==> src/hw/rtl/audio_layer1_frame_dequantizer_unit_assert.svh <==
// Assertion macros shared by the frame dequantizer modules.
`ifndef AUDIO_LAYER1_FRAME_DEQUANTIZER_UNIT_ASSERT_SVH
`define AUDIO_LAYER1_FRAME_DEQUANTIZER_UNIT_ASSERT_SVH

// Same-cycle implication, sampled on clk, off while rst_n is low
`define AFDQ_ASSERT(lbl, ante, cons) \
  lbl: assert property (@(posedge clk) disable iff (!rst_n) (ante) |-> (cons)) \
    else $error("afdq assertion failed");

// Next-cycle implication, sampled on clk, off while rst_n is low
`define AFDQ_ASSERT_NXT(lbl, ante, cons) \
  lbl: assert property (@(posedge clk) disable iff (!rst_n) (ante) |=> (cons)) \
    else $error("afdq next-cycle assertion failed");

`endif

==> src/hw/rtl/afdq_pkg.sv <==
// Types, constants and tables of the frame dequantizer.
`timescale 1ns / 1ps
package afdq_pkg;

  localparam int SUBBANDS    = 32;
  localparam int BLOCKS      = 12;
  localparam int SAMPLE_BITS = 24;

  localparam int SB_W      = 5;
  localparam int BLK_W     = 4;
  localparam int POS_W     = 7;
  localparam int BUF_W     = 64;
  localparam int HELD_W    = 7;
  localparam int ALLOC_W   = 4;
  localparam int SCIDX_W   = 6;
  localparam int SCALE_W   = 24;
  localparam int VAL_W     = 15;
  localparam int NB_W      = 5;
  localparam int K_W       = 17;
  localparam int RECIP_W   = 29;
  localparam int TT_W      = 32;
  localparam int P_W       = 57;
  localparam int RND_SHIFT = 52 - (SAMPLE_BITS - 2);
  localparam int MAG_W     = P_W - RND_SHIFT;

  // Input command codes
  typedef enum logic {
    CMD_START = 1'b0,
    CMD_DATA  = 1'b1
  } cmd_code_t;

  // How many bits the current step needs
  typedef enum logic [1:0] {
    NEED_ALLOC,
    NEED_SCALE,
    NEED_SMP
  } need_t;

  typedef enum logic [3:0] {
    S_IDLE,
    S_ALLOC,
    S_SC_RD,
    S_SC_EV,
    S_SM_RD,
    S_SM_EV,
    S_MUL1,
    S_MUL2,
    S_RND,
    S_SAT,
    S_OUT
  } state_t;

  typedef struct packed {
    logic  start;
    logic  append;
    logic  alloc_take;
    logic  pos_clr;
    logic  scale_take;
    logic  scale_next;
    logic  smp_take;
    logic  smp_next;
    logic  mul1;
    logic  mul2;
    logic  rnd;
    logic  out_load;
    logic  frame_end;
    need_t need;
  } dp_cmd_t;

  typedef struct packed {
    logic have_bits;
    logic alloc_end;
    logic scale_end;
    logic scale_skip;
    logic smp_skip;
    logic smp_end;
  } dp_stat_t;

  typedef logic [63:0][SCALE_W-1:0] scale_tab_t;

  // Allocation codes 1..14 carry samples, 0 and 15 do not
  function automatic logic alloc_ok(input logic [ALLOC_W-1:0] a);
    return a inside {[4'd1:4'd14]};
  endfunction

  // round(2^30 / (2^(a+1)-1))
  function automatic logic [RECIP_W-1:0] recip(input logic [ALLOC_W-1:0] a);
    logic [RECIP_W-1:0] r;
    case (a)
      4'd1:    r = 29'd357913941;
      4'd2:    r = 29'd153391689;
      4'd3:    r = 29'd71582788;
      4'd4:    r = 29'd34636833;
      4'd5:    r = 29'd17043521;
      4'd6:    r = 29'd8454660;
      4'd7:    r = 29'd4210752;
      4'd8:    r = 29'd2101256;
      4'd9:    r = 29'd1049601;
      4'd10:   r = 29'd524544;
      4'd11:   r = 29'd262208;
      4'd12:   r = 29'd131088;
      4'd13:   r = 29'd65540;
      4'd14:   r = 29'd32769;
      default: r = '0;
    endcase
    return r;
  endfunction

  // Scale factors 2^(1-i/3), unsigned Q.22, built at elaboration
  function automatic scale_tab_t build_scale();
    scale_tab_t t;
    logic [63:0] m;
    logic [63:0] e;
    int s;
    for (int i = 0; i < 64; i++) begin
      s = 9 + i / 3;
      case (i % 3)
        0:       m = 64'd4294967296;
        1:       m = 64'd3408917802;
        default: m = 64'd2705659852;
      endcase
      e = (m + (64'd1 << (s - 1))) >> s;
      t[i] = e[SCALE_W-1:0];
    end
    return t;
  endfunction

  localparam scale_tab_t SCALE_TABLE = build_scale();

endpackage

==> src/hw/rtl/afdq_ctrl.sv <==
// Frame sequencer: walks allocation, scale and sample steps.
`timescale 1ns / 1ps
module afdq_ctrl (
  input  logic               clk,
  input  logic               rst_n,
  input  logic               in_valid,
  input  logic               in_command,
  output logic               in_ready,
  output logic               out_valid,
  input  logic               out_ready,
  input  afdq_pkg::dp_stat_t stat,
  output afdq_pkg::dp_cmd_t  cmd
);

`include "audio_layer1_frame_dequantizer_unit_assert.svh"

  afdq_pkg::state_t state_r, state_nxt;
  logic             busy;

  always_ff @(posedge clk) begin
    if (!rst_n) begin
      state_r <= afdq_pkg::S_IDLE;
    end else begin
      state_r <= state_nxt;
    end
  end

  // Next state and datapath commands
  always_comb begin
    cmd       = '0;
    cmd.need  = afdq_pkg::NEED_SMP;
    in_ready  = 1'b0;
    out_valid = 1'b0;
    state_nxt = state_r;
    case (state_r)
      afdq_pkg::S_IDLE: begin
        in_ready = 1'b1;
      end
      afdq_pkg::S_ALLOC: begin
        cmd.need = afdq_pkg::NEED_ALLOC;
        if (stat.alloc_end) begin
          cmd.pos_clr = 1'b1;
          state_nxt   = afdq_pkg::S_SC_RD;
        end else if (stat.have_bits) begin
          cmd.alloc_take = 1'b1;
        end else begin
          in_ready = 1'b1;
        end
      end
      afdq_pkg::S_SC_RD: begin
        cmd.need  = afdq_pkg::NEED_SCALE;
        state_nxt = stat.scale_end ? afdq_pkg::S_SM_RD : afdq_pkg::S_SC_EV;
      end
      afdq_pkg::S_SC_EV: begin
        cmd.need = afdq_pkg::NEED_SCALE;
        if (stat.scale_skip) begin
          cmd.scale_next = 1'b1;
          state_nxt      = afdq_pkg::S_SC_RD;
        end else if (stat.have_bits) begin
          cmd.scale_take = 1'b1;
          state_nxt      = afdq_pkg::S_SC_RD;
        end else begin
          in_ready = 1'b1;
        end
      end
      afdq_pkg::S_SM_RD: begin
        state_nxt = afdq_pkg::S_SM_EV;
      end
      afdq_pkg::S_SM_EV: begin
        if (stat.smp_skip) begin
          cmd.smp_next = 1'b1;
          if (stat.smp_end) begin
            cmd.frame_end = 1'b1;
            state_nxt     = afdq_pkg::S_IDLE;
          end else begin
            state_nxt = afdq_pkg::S_SM_RD;
          end
        end else if (stat.have_bits) begin
          cmd.smp_take = 1'b1;
          state_nxt    = afdq_pkg::S_MUL1;
        end else begin
          in_ready = 1'b1;
        end
      end
      afdq_pkg::S_MUL1: begin
        cmd.mul1  = 1'b1;
        state_nxt = afdq_pkg::S_MUL2;
      end
      afdq_pkg::S_MUL2: begin
        cmd.mul2  = 1'b1;
        state_nxt = afdq_pkg::S_RND;
      end
      afdq_pkg::S_RND: begin
        cmd.rnd   = 1'b1;
        state_nxt = afdq_pkg::S_SAT;
      end
      afdq_pkg::S_SAT: begin
        cmd.out_load = 1'b1;
        state_nxt    = afdq_pkg::S_OUT;
      end
      afdq_pkg::S_OUT: begin
        out_valid = 1'b1;
        if (out_ready) begin
          cmd.smp_next = 1'b1;
          if (stat.smp_end) begin
            cmd.frame_end = 1'b1;
            state_nxt     = afdq_pkg::S_IDLE;
          end else begin
            state_nxt = afdq_pkg::S_SM_RD;
          end
        end
      end
      default: begin
        state_nxt = afdq_pkg::S_IDLE;
      end
    endcase

    // Input words are only taken while waiting, so nothing else runs then
    if (in_valid && in_ready) begin
      if (in_command == afdq_pkg::CMD_START) begin
        cmd.start = 1'b1;
        state_nxt = afdq_pkg::S_ALLOC;
      end else if (state_r != afdq_pkg::S_IDLE) begin
        cmd.append = 1'b1;
      end
    end
  end

  // Sample lane stages, no input taken there
  assign busy = state_r inside {afdq_pkg::S_MUL1, afdq_pkg::S_MUL2, afdq_pkg::S_RND,
                                afdq_pkg::S_SAT, afdq_pkg::S_OUT};

  `AFDQ_ASSERT(a_busy_no_in, busy, !in_ready)
  `AFDQ_ASSERT_NXT(a_start_alloc, (in_valid && in_ready && in_command == afdq_pkg::CMD_START), state_r == afdq_pkg::S_ALLOC)
  `AFDQ_ASSERT_NXT(a_load_shows, cmd.out_load, out_valid)

endmodule

==> config.mk <==
export PLATFORM = sky130hd
export DESIGN_NAME = afdq_ctrl
export DESIGN_NICKNAME = d
export VERILOG_FILES = /design/src/hw/rtl/afdq_pkg.sv /design/src/hw/rtl/afdq_ctrl.sv
export VERILOG_INCLUDE_DIRS = /design/src /design/src/hw/rtl
export SDC_FILE = /design/constraint.sdc
export NUM_CORES = 1
export LEC_CHECK = 0
export ABC_CLOCK_PERIOD_IN_PS = 1300
export BUFFER_PORTS_ARGS = -buffer_cell sky130_fd_sc_hd__buf_2
export CAP_MARGIN = 30
export CORE_AREA = 2 2 40 42
export DETAILED_ROUTE_END_ITERATION = 6
export DIE_AREA = 0 0 42 44
export PLACE_DENSITY = 0.77
export SYNTH_ARGS = -nofsm -noshare
export SYNTH_HDL_FRONTEND = slang
export SYNTH_SLANG_ARGS = --single-unit
==> constraint.sdc <==
create_clock -name clk -period 1.3 [get_ports clk]
set_input_delay 0.26 -clock clk [delete_from_list [all_inputs] [get_ports clk]]
set_output_delay 0.26 -clock clk [all_outputs]
set_load 0.1 [all_outputs]
==> results of run 1 <==
[critical path, cell delays in order (launching register included)]
cell      delay, ns
dfxtp_4        0.37
and4bb_4       0.33
a22oi_2        0.16
a221oi_4       0.34
buf_12         0.21
[final cells by class]
class / instances / area share
Multi-Input combinational cell: 56 / 0.426
Timing Repair Buffer: 57 / 0.467
Clock buffer: 3 / 0.0161
Tap cell: 16 / 0.0143
Sequential cell: 4 / 0.0662
Inverter: 3 / 0.00985
[worst min path at each step]
| stage | from | slack (ns) | endpoint |
|---|---|---|---|
| after floorplan | rst_n | 0.38 | state_r[0] |
| after global placement | rst_n | 0.49 | state_r[0] |
| after detailed placement | rst_n | 0.49 | state_r[0] |
| after CTS | rst_n | 0.23 | state_r[0] |
| after global routing | rst_n | 0.28 | state_r[0] |
| final | rst_n | 0.28 | state_r[0] |
[per-layer routing]
| layer | track usage | wire (um) |
|---|---|---|
| met1 | 0.405 | 1390 |
| met2 | 0.606 | 1890 |
| met3 | 0.154 | 508 |
| met4 | 0.310 | 295 |
| met5 | 0 | 0 |
[power groups by stage]
stage / registers, mW / logic, mW / clock network [mW]
2_1_floorplan: 0.139 / 0.236 / 0
3_3_place_gp: 0.138 / 0.366 / 0
3_5_place_dp: 0.138 / 0.378 / 0
4_1_cts: 0.134 / 0.421 / 0.165
5_1_grt: 0.138 / 0.482 / 0.182
6_report: 0.138 / 0.479 / 0.180
[kinds of logic (layout without fill, tap and decap cells)]
kind of cell,after synthesis,after routing
compound gates,22,22
mux,1,1
xor+xnor,1,1
buf+inv,7,63
flops,4,4
simple gates,32,32
[timing repair]
action | 4_1_cts | 5_1_grt
pin swaps | 10 | 9
setup endpoints to repair | 21 | 21
setup buffers | 8 | 9
hold endpoints to repair | 0 | 0
resized for setup | 27 | 10
[synthesized netlist by cell type (all sizes together) (2+ instances only)]
master  instances  area (um^2)
and3b           2         17.5
and4bb          2         28.8
nand2           2         7.51
and2b           2         17.5
nor2            6         25.0
and3            5         32.5
and2            4         25.0
nor3b           2         20.0
buf             4         26.3
dfxtp           4         80.1
nor3            2         10.0
a22oi           2         20.0
inv             3         11.3
o21ai           6         30.0
a32o            2         21.3
a21oi           4         31.3
nor2b           2         12.5
[through the flow]
stage / hold WS (ns) / instances / setup slack (ns)
floorplan: 0.377 / 67 / -0.647
finish: 0.277 / 139 / -0.636
global route: 0.280 / 139 / -0.669
detailed placement: 0.486 / 126 / -0.305
global placement: 0.488 / 126 / -0.275
CTS: 0.229 / 135 / -0.522
==> flow_summary.toml, run 1 <==
[run_status]
status = "complete, but fails checks"
violations = "setup timing"

[clock_tree]
htree_levels = 1
clock_sinks = 4
cts_hold_buf = 0
clk_path_buf_depth = 2
clkTransAtPathRegs_ns = 0.04
clk_latency_ns = 0.26
root_buffer = "clkbuf_4"
cts_tree = "built"
cts_buffers = 3

[synth]
synthDistinctLibCells = 39
synth_seq_cells = 4
syn_nets = 78
async_reset_ff_frac = 0
seq_area_frac_synth = 0.150
syn_area_um2 = 533
synth-xor-area-share = 0.0164
ys.flop_type = "dfxtp_1"
avgSynthCellArea_um2 = 7.96
synth_edf_count = 0
synth_compound_area_frac = 0.324
postSynthCellCount = 67
synth_top_family_by_area = "simple AND/OR/NAND/NOR gates"
synth-simple-area-share = 0.420
yosysWarnings = 0
synthAdderAreaFrac = 0
synth.area.mux_share = 0.0188

[final_layout]
multi_input_area_um2 = 596
layout_commonest_cell = "buf_4"
layout_common_cells = "buf_4 (20), buf_12 (17), buf_2 (10), buf_6 (10), and3_4 (5)"
design_area_mm2 = 0.00140
ff_latch_area_um2 = 92.6
area_growth_pct = 162
reg_top3 = "state_r x4"
utilization = 0.985
drive_gt1_frac = 0.797
nFillCells = 13
largest_register_ffs = 4
nets = 136
diodes = 0
regMostFlops = "state_r"

[timing]
setup_viol = 21
grt_setup_unrepaired = "yes"
post-route-min-period_ns = 1.94
finalClockSkew_ns = 0.00271
setup-tns-final_ns = -8.99
slew_viol_final = 0
setup_slack_ns = -0.636
tightest_slew_ns = 0.482
hold_viol = 0
fmaxAchievable_ghz = 0.517
timing.final.crit_share = 1.49
relSlewSlack = 0.679

[worst_hold_path]
min_path_type = "input pin to flop"
holdPathStages = 2

[global_routing]
antenna_found_initial = 0
grt_max_degree = 14
grt_pass1_vias = 953
grt_overflow_total = 0
grt_pass1_wl_um = 4970
grt_use_total = 0.383

[routing]
firstDrtPassIters = 5
drtIter0Drc = 83
wl_per_cell_um = 29.3
vias = 945
antenna_left = 0
vias_per_cell = 6.80
drc = 0
routed_wl_um = 4080

[setup_path]
worst-setup-path-type = "flop to primary output"
cp_max_fo = 7
cp-endpoint = "cmd[13]"
arrival_ns = 1.68
reg2reg_from = "state_r[2]"
regToRegEndpoint = "state_r[2]"
regToRegSetupSlack_ns = -0.36
cp.required_ns = 1.04
critPathCaptureType = "primary output"
worstSetupStartpointType = "flop"
cp-startpoint = "state_r[3]"
r2r_cells = 7

[pwr]
max-vdd-ir-drop_mv = 0.521
p_per_area_mw_per_mm2 = 570
p_seq_frac = 0.173
sw_frac_of_total = 0.473
p_leak_nw = 0.574
power_frac_clock = 0.225
intPower_uw = 420
total_power_uw = 796
p_sw_uw = 377
combPwrFrac = 0.602

[placed_design]
dp.final_hpwl_um = 1740
post_dp_cell_area_mm2 = 0.00117
gp_congestion = 0.852
numPortBuffers = 27

[die]
initial_core_util = 0.376
die_y_um = 44
io_pins = 28
fp-row-count = 14
fp.dieArea_mm2 = 0.00185
core_region_area_mm2 = 0.00142
die_width_um = 42

[flow_run]
max_cap_violations = 0
No activity file was read; power rests on OpenSTA's default activity.
==> run 2, diff against run 1 <==
Settings changed: CELL_PAD_IN_SITES_DETAIL_PLACEMENT set to 0, CELL_PAD_IN_SITES_GLOBAL_PLACEMENT set to 1, CORE_AREA 2 2 40 42 to 2 2 48 50, DIE_AREA 0 0 42 44 to 0 0 50 52, PLACE_DENSITY 0.77 to 0.76.
==> run 2 against run 1 <==
Net effect: the flow still finishes with violations (setup timing); total power down 3.6%; core utilization fell by 31 points; die area is 41% higher; sequential power about the same; clock power fell by 9%; worst hold slack worse by 0.034 ns; sequential share of layout area fell by 0.31 points; critical path depth did not move; first-iteration DRC count is 80% lower; final area increased by 2.1%; clock skew rose by 0.0039 ns; flip-flop and latch count unchanged; critical endpoint unchanged; largest power group unchanged; highest routed layer unchanged.
==> flow_summary.toml, run 2 (synthesis gave the netlist of run 1 again) <==
[run_status]
status = "complete, but fails checks"
violations = "setup timing"

[routing]
drc = 0
dr_wl_met2_um = 1190
wl_per_cell_um = 14.8
wl_met1_um = 992
firstDrtPassIters = 4
drtIter0Drc = 17
vias = 765
top_layer_used = "met4"
vias_per_cell = 4.90
routed_wl_um = 2300
antenna_left = 0
met3WireLength_um = 94

[final_layout]
area_growth_pct = 168
regMostFlops = "state_r"
reg_top3 = "state_r x4"
final_cell_count_no_fill = 156
utilization = 0.677
diodes = 0
drive_gt1_frac = 0.766
layout_common_cells = "buf_4 (19), buf_12 (18), buf_6 (15)"
design_area_mm2 = 0.00143
largest_register_ffs = 4
layout_commonest_cell = "buf_4"
nets = 141

[clock_tree]
clk_latency_ns = 0.24
cts_buffers = 3
cts_tree = "built"
root_buffer = "clkbuf_4"
clk_path_buf_depth = 2
cts_hold_buf = 0
htree_levels = 1
clock_sinks = 4
clkTransAtPathRegs_ns = 0.04

[placed_design]
numPortBuffers = 27
post_dp_cell_area_mm2 = 0.00120
dp.final_hpwl_um = 1570
gp_congestion = 0.781
dpl.cell_count = 140

[timing]
tightest_slew_ns = 0.398
setup_viol = 21
finalClockSkew_ns = 0.00658
timing.final.crit_share = 1.43
grt_setup_unrepaired = "yes"
relSlewSlack = 0.735
hold_viol = 0
slew_viol_final = 0
post-route-min-period_ns = 1.85
timing.hold.ws_ns = 0.243
setup_slack_ns = -0.554
fmaxAchievable_ghz = 0.539

[die]
fp-row-count = 17
core_region_area_mm2 = 0.00211
fp.dieArea_mm2 = 0.00260
initial_core_util = 0.253
die_y_um = 52
io_pins = 28
die_width_um = 50

[global_routing]
grt_max_degree = 13
antenna_found_initial = 0
grt_use_total = 0.194
grt_overflow_total = 0
grt_pass1_vias = 776
grt_pass1_wl_um = 3770

[pwr]
p_leak_nw = 0.602
p_per_area_mw_per_mm2 = 538
max-vdd-ir-drop_mv = 0.387

[worst_hold_path]
min_path_type = "input pin to flop"

[flow_run]
max_cap_violations = 0

[setup_path]
worstPathCellList = "and4bb_4 -> a22oi_2 -> a221oi_4 -> buf_12"
worstSetupStartpointType = "flop"
cp_slowest_cell = "and4bb_4"
cpPeakStageDelay_ns = 0.35
worst-setup-path-type = "flop to primary output"
cp_max_fo = 5
arrival_ns = 1.59
critPathCaptureType = "primary output"
cp.required_ns = 1.04
[run 2: worst max-delay path: cells and delay by family, from the launching register on]
kind            cells  cell delay, ns
buf+inv             1            0.21
flops               1            0.34
simple gates        1            0.35
compound gates      2            0.44
[run 2: stage by stage]
step           power [mW]  setup slack, ns  TNS (ns)
6_report            0.768           -0.554     -7.97
5_1_grt             0.796           -0.588     -8.86
4_1_cts             0.744           -0.532     -7.41
3_5_place_dp        0.516           -0.319     -3.33
3_3_place_gp        0.513           -0.276     -2.82
2_1_floorplan       0.375           -0.647     -4.33
[run 2: layout make-up]
type                    count  area (um^2)
repair buffers             62          722
well taps                  28         35.0
clock buffers               3         22.5
fillers                   151          679
inverters                   3         11.3
multi-input cells          56          546
flip-flops and latches      4         90.1
[run 2: repair_timing]
item | in CTS | in global routing
setup endpoints to repair | 21 | 21
pin swaps | 9 | 3
gates resized for setup | 25 | 6
buffers inserted | 14 | 2
[run 2: final timing paths]
kind	start	endpoint	slack, ns	cells past startpoint
max	state_r[2]	cmd[13]	-0.55	4
min	rst_n	state_r[0]	0.24	2
max reg2reg	state_r[2]	state_r[0]	-0.28	6
min reg2reg	state_r[3]	state_r[3]	0.71	2
[run 2: report_power, final]
part / leakage [nW] / switching, mW / internal, mW
logic: 0.553 / 0.255 / 0.214
registers: 0.0349 / 0.00819 / 0.127
clock network: 0.0138 / 0.0603 / 0.104
total: 0.602 / 0.323 / 0.445
[run 2: routing by layer]
layer	vias up	global-route usage
met1	358	0.228
li1	382	-
met4	0	0.0694
met3	4	0.0287
met5	-	0
met2	21	0.355
==> run 3, diff against run 2 <==
Settings changed: BUFFER_PORTS_ARGS -buffer_cell sky130_fd_sc_hd__buf_2 to unset, CORE_AREA 2 2 48 50 to 2 2 42 44, DIE_AREA 0 0 50 52 to 0 0 44 46, DONT_BUFFER_PORTS set to 1, PLACE_DENSITY 0.76 to 0.72.
==> run 3 against run 2 <==
Net effect: the run still ends with setup timing left; non-clock buffer count decreased by 25; register-to-register slack improved by 0.03 ns; fmax increased by 0.67%; wire length fell by 14%; largest power group unchanged.
==> flow_summary.toml, run 3 (synthesis gave the netlist of run 1 again) <==
[run_status]
status = "complete, but fails checks"
violations = "setup timing"

[global_routing]
antenna_found_initial = 0
grt_max_degree = 11
grt_pass1_vias = 695
grt_pass1_wl_um = 3040
grt_overflow_total = 0
grt_use_total = 0.199

[timing]
grt_setup_unrepaired = "yes"
fmaxAchievable_ghz = 0.543
finalClockSkew_ns = 0.0000555
slew_viol_final = 0
post-route-min-period_ns = 1.84
setup_viol = 21
tightest_slew_ns = 0.654
setup_slack_ns = -0.541
relSlewSlack = 0.560
hold_viol = 0
timing.final.crit_share = 1.42
setup-tns-final_ns = -7.47

[clock_tree]
clk_latency_ns = 0.23
clk_path_buf_depth = 2
cts_buffers = 3
htree_levels = 1
cts_tree = "built"
clock_sinks = 4
root_buffer = "clkbuf_4"
clkTransAtPathRegs_ns = 0.04

[setup_path]
worst-setup-path-type = "flop to primary output"
cp_max_fo = 5
arrival_ns = 1.58
critPathCaptureType = "primary output"
worstSetupStartpointType = "flop"
cp.required_ns = 1.04

[final_layout]
nFillCells = 99
diodes = 0
layout_common_cells = "buf_12 (16), buf_4 (13), buf_6 (8)"
nets = 116
drive_gt1_frac = 0.728
utilization = 0.748
regMostFlops = "state_r"
multi_input_area_um2 = 552
ff_latch_area_um2 = 92.6
largest_register_ffs = 4
layout_commonest_cell = "buf_12"
reg_top3 = "state_r x4"
design_area_mm2 = 0.00121
area_growth_pct = 127

[routing]
routed_wl_um = 1980
drtIter0Drc = 5
drc = 0
vias_per_cell = 5.65
wl_per_cell_um = 16.5
antenna_left = 0
firstDrtPassIters = 4
vias = 678

[die]
io_pins = 28
die_width_um = 44
initial_core_util = 0.330
fp.dieArea_mm2 = 0.00202
fp-row-count = 15
die_y_um = 46
core_region_area_mm2 = 0.00161

[pwr]
p_per_area_mw_per_mm2 = 560
max-vdd-ir-drop_mv = 0.364
p_leak_nw = 0.477

[placed_design]
post_dp_cell_area_mm2 = 0.00107
dp.final_hpwl_um = 1420
gp_congestion = 0.779
numPortBuffers = 0

[worst_hold_path]
min_path_type = "input pin to flop"

[flow_run]
max_cap_violations = 0
==> run 3: report_power, final <==
| group | leakage (nW) | switching (mW) | internal (mW) |
|---|---|---|---|
| Clock | 0.0138 | 0.0529 | 0.103 |
| Combinational | 0.428 | 0.222 | 0.162 |
| Sequential | 0.0352 | 0.0102 | 0.126 |
==> run 3: final timing paths <==
kind	startpoint	to	slack, ns	cells after the start
min	rst_n	state_r[0]	0.14	1
min reg2reg	state_r[2]	state_r[1]	0.71	3
max reg2reg	state_r[2]	state_r[0]	-0.25	5
max	state_r[2]	cmd[13]	-0.54	4
==> run 3: area by class of cell <==
| cell class | instances | area share |
|---|---|---|
| Multi-Input combinational cell | 56 | 0.457 |
| Timing Repair Buffer | 37 | 0.421 |
| Sequential cell | 4 | 0.0767 |
| Clock buffer | 3 | 0.0187 |
| Tap cell | 17 | 0.0176 |
| Inverter | 3 | 0.00933 |
==> run 3: timing repair <==
item	CTS	global route
setup buffers	3	1
pin swaps	15	4
resized for setup	25	1
hold buffers	0	0
endpoints found under the setup margin	21	21
hold endpoints to repair	0	0
==> run 3: per-layer routing <==
layer  track usage  vias to the layer above  part of all wire
met5             0                        -                 0
met3        0.0278                        2             0.044
li1              -                      329                 -
met1         0.256                      328              0.40
met4        0.0364                        0            0.0040
met2         0.353                       19              0.55
==> run 3: metrics by stage <==
| stage | setup WS [ns] | power [mW] | hold WS (ns) | std cells |
|---|---|---|---|---|
| 2_1_floorplan | -0.647 | 0.375 | 0.377 | 67 |
| 3_3_place_gp | -0.267 | 0.497 | 0.390 | 115 |
| 3_5_place_dp | -0.317 | 0.501 | 0.387 | 115 |
| 4_1_cts | -0.523 | 0.675 | 0.129 | 120 |
| 5_1_grt | -0.562 | 0.699 | 0.138 | 120 |
| 6_report | -0.541 | 0.676 | 0.139 | 120 |
==> run 3: worst max-delay path, cell delays in order (launching register included) <==
cell,delay (ns)
dfxtp_2,0.34
and4bb_4,0.35
a22oi_2,0.15
a221oi_4,0.30
buf_12,0.21
